--- src/deac_pkg.sv ---
package deac_pkg;

  // Default supersample grid size along one axis
  localparam int unsigned SamplesDef = 30;
  // Q.8 endpoint coordinate width (covers distances up to 31 plus offset)
  localparam int unsigned CoordW = 16;
  // Configuration register width
  localparam int unsigned CfgW = 10;
  // Output field width
  localparam int unsigned AreaW = 11;

  typedef struct packed {
    logic [3:0] edge_pattern;
    logic [4:0] left_distance;
    logic [4:0] right_distance;
  } in_word_t;

  typedef struct packed {
    logic [AreaW-1:0] area_first;
    logic [AreaW-1:0] area_second;
  } out_word_t;

  typedef enum logic {
    REG_OFFSET_X = 1'b0,
    REG_OFFSET_Y = 1'b1
  } cfg_reg_e;

  // Microprogram addresses
  typedef enum logic [3:0] {
    S_IDLE  = 4'd0,
    S_SEG   = 4'd1,
    S_DIFF  = 4'd2,
    S_PIX   = 4'd3,
    S_MULX  = 4'd4,
    S_MULY  = 4'd5,
    S_SCAN  = 4'd6,
    S_ACC   = 4'd7,
    S_NSEG  = 4'd8,
    S_EMIT  = 4'd9
  } step_e;

  // Datapath operations
  typedef enum logic [3:0] {
    OP_LATCH,
    OP_ENDPTS,
    OP_DIFF,
    OP_TERMS,
    OP_MULX,
    OP_MULY,
    OP_SCAN,
    OP_ACCUM,
    OP_NSEG,
    OP_EMIT
  } op_e;

  // Jump conditions: taken -> target, not taken -> next
  typedef enum logic [2:0] {
    C_NEVER,
    C_NO_IN,
    C_SCAN_BUSY,
    C_PIX_LEFT,
    C_SEG_LEFT,
    C_OUT_BUSY
  } cond_e;

  typedef struct packed {
    op_e   op;
    cond_e cond;
    step_e target;
    step_e next;
  } ctrl_t;

  // Datapath status seen by the sequencer
  typedef struct packed {
    logic in_valid;
    logic scan_last;
    logic pix_left;
    logic seg_left;
    logic out_busy;
  } stat_t;

  // Control store
  function automatic ctrl_t ucode(step_e s);
    ctrl_t w;
    w = '{op: OP_LATCH, cond: C_NO_IN, target: S_IDLE, next: S_SEG};
    case (s)
      S_IDLE: w = '{op: OP_LATCH,  cond: C_NO_IN,     target: S_IDLE, next: S_SEG};
      S_SEG:  w = '{op: OP_ENDPTS, cond: C_NEVER,     target: S_IDLE, next: S_DIFF};
      S_DIFF: w = '{op: OP_DIFF,   cond: C_NEVER,     target: S_IDLE, next: S_PIX};
      S_PIX:  w = '{op: OP_TERMS,  cond: C_NEVER,     target: S_IDLE, next: S_MULX};
      S_MULX: w = '{op: OP_MULX,   cond: C_NEVER,     target: S_IDLE, next: S_MULY};
      S_MULY: w = '{op: OP_MULY,   cond: C_NEVER,     target: S_IDLE, next: S_SCAN};
      S_SCAN: w = '{op: OP_SCAN,   cond: C_SCAN_BUSY, target: S_SCAN, next: S_ACC};
      S_ACC:  w = '{op: OP_ACCUM,  cond: C_PIX_LEFT,  target: S_PIX,  next: S_NSEG};
      S_NSEG: w = '{op: OP_NSEG,   cond: C_SEG_LEFT,  target: S_SEG,  next: S_EMIT};
      S_EMIT: w = '{op: OP_EMIT,   cond: C_OUT_BUSY,  target: S_EMIT, next: S_IDLE};
      default: w = '{op: OP_LATCH, cond: C_NO_IN,     target: S_IDLE, next: S_SEG};
    endcase
    return w;
  endfunction

  // Segment codes per pattern, {second, first}; each code is
  // {end offset, end y, end x, start offset, start y, start x}
  function automatic logic [11:0] seg_pair(logic [3:0] pat);
    logic [11:0] r;
    r = '0;
    case (pat)
      4'd0:  r = {6'b001001, 6'b011011};
      4'd1:  r = {6'b111001, 6'b111000};
      4'd2:  r = {6'b101001, 6'b101000};
      4'd3:  r = {6'b001001, 6'b111000};
      4'd4:  r = {6'b001101, 6'b000101};
      4'd5:  r = {6'b000000, 6'b111101};
      4'd6:  r = {6'b000000, 6'b101101};
      4'd7:  r = {6'b001101, 6'b111101};
      4'd8:  r = {6'b001111, 6'b000111};
      4'd9:  r = {6'b000000, 6'b111111};
      4'd10: r = {6'b000000, 6'b101111};
      4'd11: r = {6'b101111, 6'b111111};
      4'd12: r = {6'b001101, 6'b000111};
      4'd13: r = {6'b111101, 6'b111111};
      4'd14: r = {6'b101101, 6'b101111};
      4'd15: r = {6'b101101, 6'b111111};
      default: r = '0;
    endcase
    return r;
  endfunction

  // Patterns with a single segment get their areas doubled
  function automatic logic seg_two(logic [3:0] pat);
    return !(pat == 4'd5 || pat == 4'd6 || pat == 4'd9 || pat == 4'd10);
  endfunction

endpackage

--- src/deac_sequencer.sv ---
module deac_sequencer
  import deac_pkg::*;
(
  input  logic  clk_i,
  input  logic  rst_ni,
  input  stat_t stat_i,
  output ctrl_t ctrl_o
);

  step_e step_q, step_d;
  ctrl_t ctl;
  logic  taken;

  // Control word fetch
  assign ctl    = ucode(step_q);
  assign ctrl_o = ctl;

  // Branch condition
  always_comb begin
    case (ctl.cond)
      C_NEVER:     taken = 1'b0;
      C_NO_IN:     taken = !stat_i.in_valid;
      C_SCAN_BUSY: taken = !stat_i.scan_last;
      C_PIX_LEFT:  taken = stat_i.pix_left;
      C_SEG_LEFT:  taken = stat_i.seg_left;
      C_OUT_BUSY:  taken = stat_i.out_busy;
      default:     taken = 1'b0;
    endcase
    step_d = taken ? ctl.target : ctl.next;
  end

  always_ff @(posedge clk_i or negedge rst_ni) begin
    if (!rst_ni) begin
      step_q <= S_IDLE;
    end else begin
      step_q <= step_d;
    end
  end

`ifndef SYNTH
  a_scan_holds: assert property (@(posedge clk_i) disable iff (!rst_ni)
    (step_q == S_SCAN && !stat_i.scan_last) |=> step_q == S_SCAN)
    else $error("sample scan left early");

  a_emit_returns: assert property (@(posedge clk_i) disable iff (!rst_ni)
    (step_q == S_EMIT && !stat_i.out_busy) |=> step_q == S_IDLE)
    else $error("sequencer did not return to idle after emit");
`endif

endmodule

--- src/deac_datapath.sv ---
module deac_datapath
  import deac_pkg::*;
#(
  parameter int unsigned SAMPLES = SamplesDef
) (
  input  logic            clk_i,
  input  logic            rst_ni,
  input  ctrl_t           ctrl_i,
  output stat_t           stat_o,
  input  logic            in_valid_i,
  output logic            in_ready_o,
  input  in_word_t        in_word_i,
  output logic            out_valid_o,
  input  logic            out_ready_i,
  output out_word_t       out_word_o,
  input  logic            cfg_we_i,
  input  logic            cfg_idx_i,
  input  logic [CfgW-1:0] cfg_wdata_i
);

  localparam int unsigned IdxW = $clog2(SAMPLES);
  localparam int unsigned CntW = $clog2(SAMPLES * SAMPLES + 1);
  localparam int unsigned DW   = CoordW + 1;          // pixel minus endpoint sum
  localparam int unsigned TW   = DW + IdxW + 1;       // scaled by SAMPLES-1
  localparam int unsigned PW   = CoordW + TW;         // one line product
  localparam int unsigned FW   = PW + 2;              // line function value
  localparam logic [IdxW-1:0]   SLast = IdxW'(SAMPLES - 1);
  localparam logic signed [IdxW:0] S1 = (IdxW + 1)'(SAMPLES - 1);
  localparam logic [CntW-1:0]   Full  = CntW'(SAMPLES * SAMPLES);

  // configuration
  logic signed [CfgW-1:0] offx_q, offy_q;

  // item
  logic [3:0] pat_q;
  logic [4:0] left_q, right_q;
  logic       k_q, pix_q, two_q;

  // segment geometry
  logic signed [CoordW-1:0] ax_q, ay_q, bx_q, by_q;
  logic signed [CoordW-1:0] la_q, lb_q, sumx_q, sumy_q;
  logic                     degen_q;
  logic signed [TW-1:0]     tx_q, ty_q;
  logic signed [PW-1:0]     p_q;
  logic signed [FW-1:0]     frow_q, cur_q;
  logic [IdxW-1:0]          x_q, y_q;
  logic [CntW-1:0]          cnt_q;
  logic [AreaW-1:0]         a1_q, a2_q;

  // output register
  logic      out_valid_q;
  out_word_t out_q;

  // endpoint construction
  logic [11:0]              pair;
  logic [5:0]               seg;
  logic [5:0]               reach;
  logic signed [CoordW-1:0] oxe, oye, axb, ayb, bxb, byb;
  logic signed [CoordW-1:0] ax_d, ay_d, bx_d, by_d;

  // pixel terms
  logic [5:0]               px, py;
  logic signed [DW-1:0]     pxs, pys, dx, dy;

  // scan
  logic signed [FW-1:0]     xstep, ystep, ynext, f0;
  logic signed [PW-1:0]     mul_y;
  logic                     pos_hit, last_y, last_x;
  logic [CntW-1:0]          ceff;
  logic                     in_fire, out_busy;

  assign in_ready_o  = (ctrl_i.op == OP_LATCH);
  assign in_fire     = in_valid_i && in_ready_o;
  assign out_busy    = out_valid_q && !out_ready_i;
  assign out_valid_o = out_valid_q;
  assign out_word_o  = out_q;

  // Segment endpoints in Q.8
  always_comb begin
    pair  = seg_pair(pat_q);
    seg   = k_q ? pair[11:6] : pair[5:0];
    reach = {1'b0, left_q} + {1'b0, right_q} + 6'd1;
    oxe   = {{(CoordW-CfgW){offx_q[CfgW-1]}}, offx_q};
    oye   = {{(CoordW-CfgW){offy_q[CfgW-1]}}, offy_q};
    axb   = {{(CoordW-9){1'b0}}, seg[0], 8'h00};
    ayb   = {{(CoordW-9){1'b0}}, seg[1], 8'h00};
    bxb   = {{(CoordW-15){1'b0}}, ({1'b0, reach} + {6'd0, seg[3]}), 8'h00};
    byb   = {{(CoordW-15){1'b0}}, ({1'b0, reach} + {6'd0, seg[4]}), 8'h00};
    ax_d  = axb + (seg[2] ? oxe : '0);
    ay_d  = ayb + (seg[2] ? oye : '0);
    bx_d  = bxb + (seg[5] ? oxe : '0);
    by_d  = byb + (seg[5] ? oye : '0);
  end

  // Sample grid origin relative to the segment midpoint, doubled Q.8
  always_comb begin
    px  = {1'b0, left_q} + 6'd1;
    py  = {1'b0, left_q} + {5'd0, pix_q};
    pxs = {{(DW-15){1'b0}}, px, 9'd0};
    pys = {{(DW-15){1'b0}}, py, 9'd0};
    dx  = pxs - DW'(sumx_q);
    dy  = pys - DW'(sumy_q);
  end

  // Line function stepping and counting
  always_comb begin
    xstep   = FW'(la_q) <<< 9;
    ystep   = FW'(lb_q) <<< 9;
    ynext   = frow_q + xstep;
    mul_y   = PW'(lb_q) * PW'(ty_q);
    f0      = FW'(p_q) + FW'(mul_y);
    pos_hit = !cur_q[FW-1] && (cur_q != '0);
    last_y  = (y_q == SLast);
    last_x  = (x_q == SLast);
    ceff    = degen_q ? Full : cnt_q;
  end

  assign stat_o = '{in_valid:  in_valid_i,
                    scan_last: last_x && last_y,
                    pix_left:  !pix_q,
                    seg_left:  !k_q && two_q,
                    out_busy:  out_busy};

  // Datapath registers, one operation per control word
  always_ff @(posedge clk_i) begin
    case (ctrl_i.op)
      OP_LATCH: begin
        if (in_valid_i) begin
          pat_q   <= in_word_i.edge_pattern;
          left_q  <= in_word_i.left_distance;
          right_q <= in_word_i.right_distance;
          two_q   <= seg_two(in_word_i.edge_pattern);
          k_q     <= 1'b0;
          pix_q   <= 1'b0;
          a1_q    <= '0;
          a2_q    <= '0;
        end
      end
      OP_ENDPTS: begin
        ax_q <= ax_d;
        ay_q <= ay_d;
        bx_q <= bx_d;
        by_q <= by_d;
      end
      OP_DIFF: begin
        la_q    <= by_q - ay_q;
        lb_q    <= ax_q - bx_q;
        sumx_q  <= ax_q + bx_q;
        sumy_q  <= ay_q + by_q;
        degen_q <= (ax_q == bx_q) && (ay_q == by_q);
      end
      OP_TERMS: begin
        tx_q <= TW'(dx) * TW'(S1);
        ty_q <= TW'(dy) * TW'(S1);
      end
      OP_MULX: begin
        p_q <= PW'(la_q) * PW'(tx_q);
      end
      OP_MULY: begin
        frow_q <= f0;
        cur_q  <= f0;
        x_q    <= '0;
        y_q    <= '0;
        cnt_q  <= '0;
      end
      OP_SCAN: begin
        cnt_q <= cnt_q + CntW'(pos_hit);
        if (last_y) begin
          y_q    <= '0;
          x_q    <= x_q + 1'b1;
          frow_q <= ynext;
          cur_q  <= ynext;
        end else begin
          y_q   <= y_q + 1'b1;
          cur_q <= cur_q + ystep;
        end
      end
      OP_ACCUM: begin
        // first area counts the outside, second the inside
        if (!pix_q) begin
          a1_q <= a1_q + AreaW'(Full - ceff);
        end else begin
          a2_q <= a2_q + AreaW'(ceff);
        end
        pix_q <= ~pix_q;
      end
      OP_NSEG: begin
        k_q <= 1'b1;
      end
      OP_EMIT: begin
        if (!out_busy) begin
          out_q.area_first  <= two_q ? a1_q : (a1_q << 1);
          out_q.area_second <= two_q ? a2_q : (a2_q << 1);
        end
      end
      default: begin
      end
    endcase
  end

  // Output word valid
  always_ff @(posedge clk_i or negedge rst_ni) begin
    if (!rst_ni) begin
      out_valid_q <= 1'b0;
    end else if (ctrl_i.op == OP_EMIT && !out_busy) begin
      out_valid_q <= 1'b1;
    end else if (out_ready_i) begin
      out_valid_q <= 1'b0;
    end
  end

  // Configuration registers
  always_ff @(posedge clk_i or negedge rst_ni) begin
    if (!rst_ni) begin
      offx_q <= '0;
      offy_q <= '0;
    end else if (cfg_we_i) begin
      if (cfg_idx_i == REG_OFFSET_X) begin
        offx_q <= cfg_wdata_i;
      end
      if (cfg_idx_i == REG_OFFSET_Y) begin
        offy_q <= cfg_wdata_i;
      end
    end
  end

`ifndef SYNTH
  a_one_in_flight: assert property (@(posedge clk_i) disable iff (!rst_ni)
    in_fire |=> !in_ready_o)
    else $error("second word accepted while one is in work");

  a_valid_from_emit: assert property (@(posedge clk_i) disable iff (!rst_ni)
    $rose(out_valid_o) |-> $past(ctrl_i.op == OP_EMIT))
    else $error("result raised outside the emit step");
`endif

endmodule

--- src/diagonal_edge_area_calculator_core.sv ---
// Diagonal edge area calculator.
// Input channel (in_valid_i/in_ready_o, in_word_i) takes one word: edge
// pattern plus left and right distances. Output channel (out_valid_o/
// out_ready_i, out_word_o) returns the two coverage areas as numerators
// over 2*SAMPLES^2. cfg_we_i/cfg_idx_i/cfg_wdata_i write the x and y
// subsample offsets (signed Q.8); write them only while the block is idle.
// One word is in work at a time. A two-segment pattern scans samples for
// both segments and a one-segment pattern for one; the sample scan does
// one supersample test per cycle using additions only. The block is ready
// for the next word as soon as the result is loaded into the output
// register. When the receiver stalls, the result waits in the output
// register and a following word is still accepted and worked on; it only
// waits at the end for the register to free up.
// Reset clears the offsets to zero, the output register valid and the
// microprogram counter; the block is ready for a word right after reset.
module diagonal_edge_area_calculator_core
  import deac_pkg::*;
#(
  parameter int unsigned SAMPLES = SamplesDef
) (
  input  logic            clk_i,
  input  logic            rst_ni,
  input  logic            in_valid_i,
  output logic            in_ready_o,
  input  in_word_t        in_word_i,
  output logic            out_valid_o,
  input  logic            out_ready_i,
  output out_word_t       out_word_o,
  input  logic            cfg_we_i,
  input  logic            cfg_idx_i,
  input  logic [CfgW-1:0] cfg_wdata_i
);

  ctrl_t ctrl;
  stat_t stat;

  deac_sequencer u_seq (
    .clk_i  (clk_i),
    .rst_ni (rst_ni),
    .stat_i (stat),
    .ctrl_o (ctrl)
  );

  deac_datapath #(
    .SAMPLES (SAMPLES)
  ) u_dp (
    .clk_i       (clk_i),
    .rst_ni      (rst_ni),
    .ctrl_i      (ctrl),
    .stat_o      (stat),
    .in_valid_i  (in_valid_i),
    .in_ready_o  (in_ready_o),
    .in_word_i   (in_word_i),
    .out_valid_o (out_valid_o),
    .out_ready_i (out_ready_i),
    .out_word_o  (out_word_o),
    .cfg_we_i    (cfg_we_i),
    .cfg_idx_i   (cfg_idx_i),
    .cfg_wdata_i (cfg_wdata_i)
  );

endmodule
--- config.mk ---
export PLATFORM = sky130hd
export DESIGN_NAME = diagonal_edge_area_calculator_core
export DESIGN_NICKNAME = d
export VERILOG_FILES = /design/src/deac_pkg.sv /design/src/deac_sequencer.sv /design/src/deac_datapath.sv /design/src/diagonal_edge_area_calculator_core.sv
export SDC_FILE = /design/constraint.sdc
export NUM_CORES = 2
export LEC_CHECK = 0
export ABC_AREA = 1
export BUFFER_PORTS_ARGS = -buffer_cell sky130_fd_sc_hd__buf_4
export CAP_MARGIN = 20
export CORE_ASPECT_RATIO = 1.1
export CORE_MARGIN = 3
export CORE_UTILIZATION = 35
export CTS_BUF_LIST = sky130_fd_sc_hd__clkbuf_4 sky130_fd_sc_hd__clkbuf_8 sky130_fd_sc_hd__clkbuf_16
export DETAILED_ROUTE_END_ITERATION = 10
export MAX_ROUTING_LAYER = met4
export PLACE_DENSITY = 0.55
export SKIP_LAST_GASP = 1
export SLEW_MARGIN = 5
export SYNTH_ARGS = -nofsm -noshare
export SYNTH_HDL_FRONTEND = slang
export SYNTH_SLANG_ARGS = --single-unit
--- constraint.sdc ---
create_clock -name clk_i -period 7.2 [get_ports clk_i]
set_input_delay 1.44 -clock clk_i [delete_from_list [all_inputs] [get_ports clk_i]]
set_output_delay 1.44 -clock clk_i [all_outputs]
set_load 0.005 [all_outputs]
==> summary.txt <==
Synth Flop Type: edfxtp_1
Area of the multi-input gates: 39,900 um2
Period utilization: 0.943
WL/cell: 18.6 um
Most used cell along the critical path: fa_1
Final Max Tran Viols: 0
Share of the synthesized area in the top cell type: 0.282
Longest Clk Path Bufs: 3
Largest net degree at the start of global routing: 58
Most common cell after layout, fill and taps aside: nand2_1
Sequential cell area: 11,800 um2
First-pass GRT wire length: 279 mm
Hold crit path type: flop to flop
Slowest cell on the critical path: edfxtp_1
Clk Latency, worst-skew pair: 0.65 ns
Layout Utilization: 0.384
Avg Cell Area, Syn: 8.04 um2
CP Depth: 21
Post-DRT Antenna Nets: 0
Diodes inserted: 0
Seq/Total Area, Yosys: 0.199
Dpl ws: 0.363 ns
DRT iter0 DRCs: 3,107
Synth async-reset ratio: 0.0623
Die W: 398 um
Maximum clock rate: 147 MHz
TNS Setup: 0 ns
Gpl congestion: 0.978
Max_cap viols: 0
Dpl hpwl: 152 mm
CTS H-tree lvls: 2
Slowest cell delay on critical path: 1.02 ns
CTS tree: done
PostCTS Resize Cnt: 0
Initial antenna violation count: 7
Worst path cell trace: nand2_1 -> fa_1 -> inv_1 -> fa_1 -> inv_1 -> fa_1 -> inv_1 -> fa_1 -> fa_1 -> inv_1 -> fa_1 -> inv_1 -> ha_1 -> nand2_1 -> nand2_1 -> a21oi_1 -> nor2_1 -> nor2_1 -> nand3_1 -> o21ai_0 -> nand2_1
# setup viols final: 0
Startpoint Class: flop
Setup crit end kind: flop
Share of cells above drive strength 1: 0.0408
Ys Warns: 0
Via count: 46,569
Root Buffer: clkbuf_16
DIE HEIGHT: 438 um
Port buffer count: 53
WP buf/inv: 5
Synthesized instance count: 7,372
FP Rows: 157
Hold Crit Depth: 2
Fillers: 17,361
Post-synth EDFFs: 365
Synth area leader: fa_1
Total grt overflow: 0
Outcome: completed
Clock period minus worst slack: 6.79 ns
CP required: 7.56 ns
Top cells by area, synth: fa_1 (28%), edfxtp_1 (18%), nand2_1 (12%)
Register bit total from synthesis: 401
Cell variety after synth: 55
Post-Place Cell Area: 62,400 um2
CP max FO: 19
Clock skew: 0.0271 ns
Slew headroom: 0.271
DRT Wirelength: 179 mm
Area Growth Syn to Fin: 8.52%
Final nets: 8,776
Synthesized area: 59,200 um2
WP data arrival: 7.15 ns
Initial core utilization: 0.354
Crit Path Class: flop to flop
TritonRoute pass-1 iters: 6
Crit path max-delay family: adder cells
Syn Nets: 8,769
Post-route DRC: 0
Design Area, Final: 64,300 um2
Final Hold Fails: 0
Vias in the first global route: 48,502
Via density: 4.83
Min setup slack post-route: 0.410 ns
Hold-fix buffers at CTS: 0
Core area: 167,000 um2
Postcts setup bufs: 0
Reg clk slew, reported paths: 0.06 ns
R2R cell count: 21
Clock sink count: 401
Worst Tran Pin Value: 1.09 ns
I/O Pins: 54
Die ar.: 174,000 um2
RSZ-0062 raised after global routing: no
CTS Buf Count: 54
GRT Total Usage: 0.213
Most frequent cells in the layout: nand2_1 (1,842), inv_1 (1,807), fa_1 (836), ha_1 (531), nor2_1 (423)
## synthesized netlist by cell type (3+ instances only)
cell	number
dfxtp_1	11
and2_1	4
dfrtp_1	25
nor3_1	60
nor4_1	24
o21ai_0	207
nor3b_1	3
xnor2_1	49
ha_1	531
nand4_1	51
a21oi_1	297
o21ai_2	3
inv_2	9
o21bai_1	35
o211ai_1	14
fa_1	836
nand3_1	263
o21ai_1	14
clkbuf_1	176
nor2_1	423
or2_2	28
inv_1	1809
nand2_2	5
buf_2	15
edfxtp_1	365
o31ai_1	6
a21o_1	24
nand3b_1	15
a21boi_0	9
nand2_1	1844
o21a_1	5
a31oi_1	20
xor2_1	161
## layer usage
metal | share of wire | global-route usage | up-vias | routed length, um
met5 | 0 | - | - | 0
met4 | 0.035 | 0.0672 | 0 | 6350
met3 | 0.040 | 0.0171 | 260 | 7240
met2 | 0.49 | 0.361 | 1152 | 88100
met1 | 0.43 | 0.269 | 22803 | 77600
li1 | - | - | 22354 | -
## cells by family (layout without fill, tap and decap cells)
| family | count (synthesis) | count (layout) | synth area share |
|---|---|---|---|
| AO/OA/AOI/OAI | 649 | 649 | 0.0603 |
| XOR/XNOR | 210 | 210 | 0.0310 |
| adder cells (fa/ha/maj) | 1367 | 1367 | 0.395 |
| buffers and inverters | 2015 | 2068 | 0.128 |
| flip-flops | 401 | 401 | 0.199 |
| multiplexers | 3 | 3 | 0.000528 |
| AND/OR/NAND/NOR | 2727 | 2727 | 0.186 |
## flip-flops by register name (all words and copies together) (netlist names), 16 cells and up
signal           cells
u_dp.p_q            39
u_dp.sumx_q         16
u_dp.bx_q           16
u_dp.frow_q         41
u_dp.out_word_o     22
u_dp.sumy_q         16
u_dp.cur_q          41
u_dp.ty_q           23
u_dp.by_q           16
u_dp.tx_q           23
## through the flow
stage	cells	hold WS (ns)
after floorplan	7372	0.453
after global placement	9549	0.469
after global routing	9651	0.517
final	9651	0.482
after CTS	9651	0.488
after detailed placement	9549	0.474
## cell type report
class	instances	area share
inverter	1819	0.106
tap	2226	0.0433
sequential	401	0.184
clock inverter	34	0.00547
timing repair buffer	147	0.0177
multi-input combinational	4956	0.620
clock buffer	68	0.0237
## final timing paths
check,to,slack [ns],from
max,u_dp.cur_q[21],0.41,u_dp.lb_q[8]
min,u_dp.offy_q[9],0.48,u_dp.offy_q[9]
max reg2reg,u_dp.cur_q[21],0.41,u_dp.lb_q[8]
min reg2reg,u_dp.offy_q[9],0.48,u_dp.offy_q[9]
max in group asynchronous,u_dp.offx_q[4],6.21,rst_ni
min in group asynchronous,u_dp.offy_q[7],0.72,rst_ni
## tightest hold or removal path: cells and delay by family (launching register included)
kind | cells | cell delay (ns)
DFF | 1 | 0.34
AOI/OAI and AO/OA | 1 | 0.06
and+or+nand+nor | 1 | 0.05
Power is left out: the tool's default activity adds up to more than one toggle a clock period on the data nets, which glitch-free logic cannot reach.
